$ cat config.mk
export PLATFORM = sky130hd
export DESIGN_NAME = ascii_decimal_to_int64
export DESIGN_NICKNAME = d
export VERILOG_FILES = /design/src/rtl/ad2i_pkg.sv /design/src/rtl/ad2i_core.sv /design/src/rtl/ascii_decimal_to_int64.sv
export SDC_FILE = /design/constraint.sdc
export NUM_CORES = 1
export LEC_CHECK = 0
export BUFFER_PORTS_ARGS = -buffer_cell sky130_fd_sc_hd__buf_2
export CAP_MARGIN = 20
export CORE_MARGIN = 5
export CORE_UTILIZATION = 55
export DETAILED_ROUTE_END_ITERATION = 12
export PLACE_DENSITY = 0.76
export SLEW_MARGIN = 5
export SYNTH_ARGS = -nofsm -noshare
export SYNTH_HDL_FRONTEND = slang
export SYNTH_HIERARCHICAL = 1
export SYNTH_SLANG_ARGS = --single-unit
$ cat constraint.sdc
create_clock -name clock -period 7 [get_ports clock]
set_input_delay 0.35 -clock clock [delete_from_list [all_inputs] [get_ports clock]]
set_output_delay 0.35 -clock clock [all_outputs]
set_load 0.05 [all_outputs]
$ cat src/rtl/ad2i_pkg.sv
`timescale 1ns / 1ps
// ----------------------------------------------------------------------------
// ad2i_pkg
// Shared types and constants for the ASCII decimal to integer converter.
// ----------------------------------------------------------------------------
package ad2i_pkg;

   // Width of the parsed magnitude (8 to 64).
   localparam int VALUE_WIDTH = 64;
   // Room for magnitude * 10 + 9 without loss.
   localparam int WIDE_WIDTH  = VALUE_WIDTH + 4;

   localparam logic [7:0] CHAR_SPACE = 8'h20;
   localparam logic [7:0] CHAR_MINUS = 8'h2D;
   localparam logic [7:0] CHAR_ZERO  = 8'h30;
   localparam logic [7:0] CHAR_NINE  = 8'h39;

   typedef struct packed {
      logic [7:0] ch;
      logic       last;
   } ad2i_req_type;

   typedef struct packed {
      logic [63:0] value;
      logic        is_negative;
      logic        ok;
   } ad2i_rsp_type;

   typedef struct packed {
      logic [VALUE_WIDTH-1:0] acc;
      logic                   started;
      logic                   minus;
      logic                   stopped;
      logic                   failed;
   } ad2i_state_type;

endpackage

$ cat src/rtl/ad2i_core.sv
`timescale 1ns / 1ps
// ----------------------------------------------------------------------------
// ad2i_core
// Parser state and the per-character update; builds the result beat.
// ----------------------------------------------------------------------------
module ad2i_core (
   input  logic                  clock,
   input  logic                  reset,
   input  logic                  fire,
   input  ad2i_pkg::ad2i_req_type beat,
   output ad2i_pkg::ad2i_rsp_type result
);
   import ad2i_pkg::*;

   ad2i_state_type          state_ff;
   ad2i_state_type          state_in;
   ad2i_state_type          stepped;
   logic [WIDE_WIDTH-1:0]   acc_wide;
   logic [WIDE_WIDTH-1:0]   next_wide;
   logic [VALUE_WIDTH-1:0]  next_val;
   logic [VALUE_WIDTH-1:0]  neg_val;
   logic [3:0]              digit;
   logic                    is_digit;
   logic                    overflow;
   logic                    neg_too_big;
   logic                    ok;

   assign digit     = 4'(beat.ch - CHAR_ZERO);
   assign is_digit  = (beat.ch >= CHAR_ZERO) && (beat.ch <= CHAR_NINE);
   assign acc_wide  = WIDE_WIDTH'(state_ff.acc);
   // x*10 + d as two shifts and two adds
   assign next_wide = (acc_wide << 3) + (acc_wide << 1) + WIDE_WIDTH'(digit);
   assign next_val  = next_wide[VALUE_WIDTH-1:0];
   assign overflow  = |next_wide[WIDE_WIDTH-1:VALUE_WIDTH];
   // above 2^(W-1): top bit set with anything below it
   assign neg_too_big = state_ff.minus && next_val[VALUE_WIDTH-1]
                        && (|next_val[VALUE_WIDTH-2:0]);

   always_comb begin
      stepped = state_ff;
      if (!(state_ff.stopped || state_ff.failed)) begin
         if (beat.ch == CHAR_SPACE) begin
            if (state_ff.started) begin
               stepped.stopped = 1'b1;
            end
         end else if (beat.ch == CHAR_MINUS) begin
            stepped.minus = 1'b1;
         end else if (is_digit) begin
            if (overflow || neg_too_big) begin
               stepped.failed = 1'b1;
            end else begin
               stepped.acc     = next_val;
               stepped.started = 1'b1;
            end
         end else begin
            stepped.failed = 1'b1;
         end
      end
   end

   assign state_in = beat.last ? '0 : stepped;

   always_ff @(posedge clock) begin
      if (reset) begin
         state_ff <= '0;
      end else if (fire) begin
         state_ff <= state_in;
      end
   end

   assign ok = stepped.started && !stepped.failed;

   // two's complement kept within the magnitude width
   assign neg_val = (~stepped.acc) + VALUE_WIDTH'(1);

   always_comb begin
      result.is_negative = stepped.minus;
      result.ok          = ok;
      if (ok && stepped.minus) begin
         result.value = 64'(neg_val);
      end else begin
         result.value = 64'(stepped.acc);
      end
   end

endmodule

$ cat src/rtl/ascii_decimal_to_int64.sv
`timescale 1ns / 1ps
// A string's result beat is registered in the result stage when its last character
// retires. Throughput: one character per cycle while no held result stalls a last one;
// the x*10 + d step and range check are combinational; a new string may follow at once.
// A held result stalls the input only when the next last character is ready to retire.
// Reset (synchronous, active high) clears parser state and both valid flags.
// ----------------------------------------------------------------------------
// ascii_decimal_to_int64
// Streaming decimal string to 64-bit integer converter, one character per beat.
// ----------------------------------------------------------------------------
module ascii_decimal_to_int64 (
   input  logic                   clock,
   input  logic                   reset,
   input  logic                   req_valid,
   output logic                   req_ready,
   input  ad2i_pkg::ad2i_req_type req_data,
   output logic                   rsp_valid,
   input  logic                   rsp_ready,
   output ad2i_pkg::ad2i_rsp_type rsp_data
);
   import ad2i_pkg::*;

   // input stage
   logic         in_valid_ff;
   logic         in_valid_in;
   ad2i_req_type in_data_ff;

   // result stage
   logic         rsp_valid_ff;
   logic         rsp_valid_in;
   ad2i_rsp_type rsp_data_ff;

   ad2i_rsp_type result;
   logic         out_free;
   logic         fire;
   logic         req_take;

   // A non-last character always retires; a last one needs the result slot.
   assign out_free  = !rsp_valid_ff || rsp_ready;
   assign fire      = in_valid_ff && (!in_data_ff.last || out_free);
   assign req_ready = !in_valid_ff || fire;
   assign req_take  = req_valid && req_ready;

   always_comb begin
      in_valid_in = in_valid_ff;
      if (req_take) begin
         in_valid_in = 1'b1;
      end else if (fire) begin
         in_valid_in = 1'b0;
      end
   end

   always_ff @(posedge clock) begin
      if (reset) begin
         in_valid_ff <= 1'b0;
      end else begin
         in_valid_ff <= in_valid_in;
      end
   end

   always_ff @(posedge clock) begin
      if (req_take) begin
         in_data_ff <= req_data;
      end
   end

   ad2i_core u_core (
      .clock  (clock),
      .reset  (reset),
      .fire   (fire),
      .beat   (in_data_ff),
      .result (result)
   );

   always_comb begin
      rsp_valid_in = rsp_valid_ff;
      if (fire && in_data_ff.last) begin
         rsp_valid_in = 1'b1;
      end else if (rsp_ready) begin
         rsp_valid_in = 1'b0;
      end
   end

   always_ff @(posedge clock) begin
      if (reset) begin
         rsp_valid_ff <= 1'b0;
      end else begin
         rsp_valid_ff <= rsp_valid_in;
      end
   end

   always_ff @(posedge clock) begin
      if (fire && in_data_ff.last) begin
         rsp_data_ff <= result;
      end
   end

   assign rsp_valid = rsp_valid_ff;
   assign rsp_data  = rsp_data_ff;

endmodule

==> Flow_metrics.wiki <==
{| class="wikitable"
! Metric !! Value
|-
| Run status || finished clean
|-
| Top fanout value on the critical path || 5
|-
| Total track usage || 0.377
|-
| Flip-flop and latch count after synthesis || approximately 150
|-
| Startpoint of the most critical setup path || in_data_ff[3]$_DFFE_PP_
|-
| Vias in the first global route || about 15k
|-
| Signed area change from the synthesized netlist to the final layout || 20.2%
|-
| Core Area || between 20000 and 25000 um2
|-
| I/O pin count || 81
|-
| Setup crit end kind || flip-flop
|-
| Setup Skew || between 15 and 20 ps
|-
| Number of max-slew violations in the final report || 0
|-
| Clk root buf || clkbuf_16
|-
| Antenna Cells || 0
|-
| Worst R2R End || rsp_data[52]$_DFFE_PP_
|-
| Cell area after layout || around 17000 um2
|-
| Async set-reset flop share out of synthesis || 0
|-
| Register-to-Register Path Depth || 31
|-
| Synth warnings || 6
|-
| Number of levels in the clock H-tree || 4
|-
| Worst path arrival time || around 7000 ps
|-
| Post-synth cell types || 84
|-
| Detailed-routing iteration count for the pre-antenna-repair pass || 8
|-
| Count of flip-flops with a built-in enable after synthesis || between 70 and 80
|-
| Internal power of the cells || about 1500 uW
|-
| Placed wire-length estimate || roughly 43 mm
|-
| Buffers and inverters on the worst path || 6
|-
| R2R setup slack || between 100 and 150 ps
|-
| Logic gate share of total power || 0.076
|-
| Clock sink count || roughly 150
|-
| Core occupancy in the finished layout || 0.666
|-
| CP Capture Point || rsp_data[52]$_DFFE_PP_
|-
| Die boundary width || approximately 170 um
|-
| Share of final-layout standard cells stronger than drive strength 1 || 0.205
|-
| Fin Hold WS || slightly below 90 ps
|-
| Clock edge transition at the registers on the reported setup and hold paths || ~80 ps
|-
| Shortest clock period the worst path allows after layout || ~6900 ps
|-
| Final Hold Fails || 0
|-
| Reported max-cap violation count || 0
|-
| Pwr dens || roughly 120 nW/um2
|-
| Power consumption || 2050 uW
|-
| DRC violation count after routing || 0
|-
| Switching Share || 0.274
|-
| CP Class || reg -> reg
|-
| First-pass GRT wire length || 83.6 mm
|-
| Largest net degree at the start of global routing || around 70
|-
| Number of placed cells counting well taps || 2178
|-
| Placed Instance Area || 15300 um2
|-
| Die height || roughly 170 um
|-
| Average wire per cell in the routed design || roughly 25 um
|-
| Endpoint required time on the critical path || 7160 ps
|-
| Clock Latency Late Sink || 430 ps
|-
| Total global routing overflow || 0
|-
| TritonCTS clock tree || built
|-
| Primary FF master, synth || edfxtp_1
|-
| Leakage || approximately 0.0071 uW
|-
| Critical register-to-register path startpoint || in_data_ff[3]$_DFFE_PP_
|-
| Clock buffer depth || 2
|-
| Via total after detailed routing || around 15k
|-
| Family of cells with the greatest summed delay on the critical path || simple AND/OR/NAND/NOR gates
|-
| Final net count || between 2k and 2.5k
|-
| Slew headroom || 0.326
|-
| Routability-driven placement congestion ratio || 1.05
|-
| Total Die Area || ~28000 um2
|-
| Std cell rows || 58
|-
| Sequential share of the synthesized area || 0.264
|-
| Port bufs || 80
|-
| Total nets after synthesis || ~1.9k
|-
| Total wire length after detailed routing || ~55 mm
|-
| Type of the worst min-delay path || in -> reg
|-
| Per-instance average area after synthesis || roughly 8 um2
|-
| Slowest cell on the critical path || or4_4
|-
| Most Frequent Cell on Critical Path || buf_4
|-
| Total clock buffers created by CTS || 17
|-
| Clock power frac || 0.479
|-
| Post-route non-filler standard cell count || between 2k and 2.5k
|-
| Total standard cell area after synthesis || about 14000 um2
|-
| Post-detailed-route via-to-cell ratio || ~6.7
|-
| Measured slew at the worst slew-check pin || 1000 ps
|-
| Mapped Cells || approximately 1.7k
|-
| Highest cell delay on the worst timing path || around 520 ps
|-
| Initial antenna violation count || 0
|-
| Switching power || between 500 and 600 uW
|-
| Worst-case vdd ir drop || 0.146 mV
|-
| Effective utilization at floorplan || 0.555
|-
| Iteration-0 DRC count of the detailed router || 1561
|-
| Critical Path Stages || 31
|-
| Critical path startpoint category || flip-flop
|-
| Crit share post-route || 0.981
|-
| Final ANT Viol Nets || 0
|-
| Proportion of power drawn by flip-flops and latches || 0.446
|-
| Endpoints failing setup || 0
|-
| Achievable Freq || approximately 0.15 GHz
|}
[layout make-up]
type                            count  area, um2
Clock inverter                     15        185
Multi-Input combinational cell   1471      10300
Clock buffer                       17        425
Fill cell                        2173       8330
Inverter                           28        105
Tap cell                          330        413
Sequential cell                   145       3670
Timing Repair Buffer              226       1520
[metal layers]
layer  vias up  routed length, um  GRT usage  part of all wire
met5         -                  0          0                 0
met4         0               4090      0.230             0.074
met3       243               4800     0.0628             0.087
met2       855              25500      0.627              0.46
met1      7058              20800      0.457              0.38
li1       6796                  -          -                 -
[worst reg2reg max path: cells and delay by family (launching register included)]
family,cells,cell delay [ps]
AO/OA/AOI/OAI,7,1270
adder cells (fa/ha/maj),4,1170
buffers and inverters,6,890
multiplexers,2,560
flip-flops,1,460
XOR/XNOR,1,80
AND/OR/NAND/NOR,11,2200
[cells in the mapped netlist (all sizes together), types with 27 or more instances]
cell    instances  area share
nand3          29       0.010
o21ai         105       0.038
edfxtp         75        0.16
nand4          47       0.021
a22oi          41       0.022
or3            45       0.021
nor2          216       0.059
a21oi         171       0.062
nor2b          29       0.013
ha            128        0.12
inv            28      0.0076
mux2i          57       0.041
clkbuf         56       0.015
nor3           57       0.021
xor2           49       0.031
xnor2          64       0.040
buf            27      0.0091
nor4           33       0.017
nand2         142       0.039
dfxtp          70        0.10
[power by group through the flow]
stage | Sequential (uW) | Clock [uW] | Combinational [uW]
3_3_place_gp | 931 | 0 | 140
6_report | 913 | 981 | 155
4_1_cts | 913 | 990 | 143
5_1_grt | 915 | 1030 | 161
2_1_floorplan | 970 | 0 | 55.7
3_5_place_dp | 932 | 0 | 142
[placed cells by master (no fill, tap or decap), drive strengths merged, types with 15 or more instances in the layout]
| cell | n |
|---|---|
| a211oi | 15 |
| a21o | 17 |
| a21oi | 171 |
| a22oi | 41 |
| a31oi | 18 |
| buf | 226 |
| clkbuf | 17 |
| dfxtp | 70 |
| edfxtp | 75 |
| ha | 128 |
| inv | 38 |
| mux2i | 57 |
| nand2 | 142 |
| nand2b | 15 |
| nand3 | 29 |
| nand4 | 47 |
| nor2 | 216 |
| nor2b | 29 |
| nor3 | 57 |
| nor4 | 33 |
| o21a | 17 |
| o21ai | 105 |
| o2bb2ai | 18 |
| or3 | 45 |
| or4 | 17 |
| xnor2 | 64 |
| xor2 | 49 |
[state kept, by name (all words and copies together), names as in the netlist]
name,flops
u_core/state_ff,4
rsp_valid,1
u_core/acc_wide,64
in_valid_ff,1
in_data_ff,9
rsp_data,66
[timing repair]
action,4_1_cts,5_1_grt
hold buffers,0,0
endpoints found under the setup margin,18,23
setup buffers,4,19
pin swaps,4,37
resized for setup,9,105
[logic make-up after synthesis]
family | count (synthesis) | share of synthesized area
adder cells (fa/ha/maj) | 130 | 0.119
AND/OR/NAND/NOR | 679 | 0.244
flip-flops | 145 | 0.264
multiplexers | 68 | 0.0502
AO/OA/AOI/OAI | 481 | 0.220
XOR/XNOR | 113 | 0.0715
buffers and inverters | 111 | 0.0319
[worst min-delay path by stage]
stage                                          from                         endpoint  slack, ps  depth (start not counted)
finish                                  req_data[5]          in_data_ff[5]$_DFFE_PP_         90                          1
global route                            req_data[5]          in_data_ff[5]$_DFFE_PP_         80                          1
CTS                                     req_data[0]          in_data_ff[0]$_DFFE_PP_         70                          1
detailed placement  u_core/state_ff[3]$_SDFFE_PP0P_  u_core/state_ff[3]$_SDFFE_PP0P_        500                          2
global placement    u_core/state_ff[3]$_SDFFE_PP0P_  u_core/state_ff[3]$_SDFFE_PP0P_        470                          2
floorplan                                     reset         in_valid_ff$_SDFFE_PP0P_        420                          1
[stage by stage]
stage | worst slack (ps) | TNS, ps
floorplan | 81.2 | 0
global placement | -2.26 | -2.26
detailed placement | -243 | -1870
CTS | 5.93 | 0
global route | -80.7 | -241
finish | 131 | 0
Note: power is estimated with default switching activity, not from simulation.
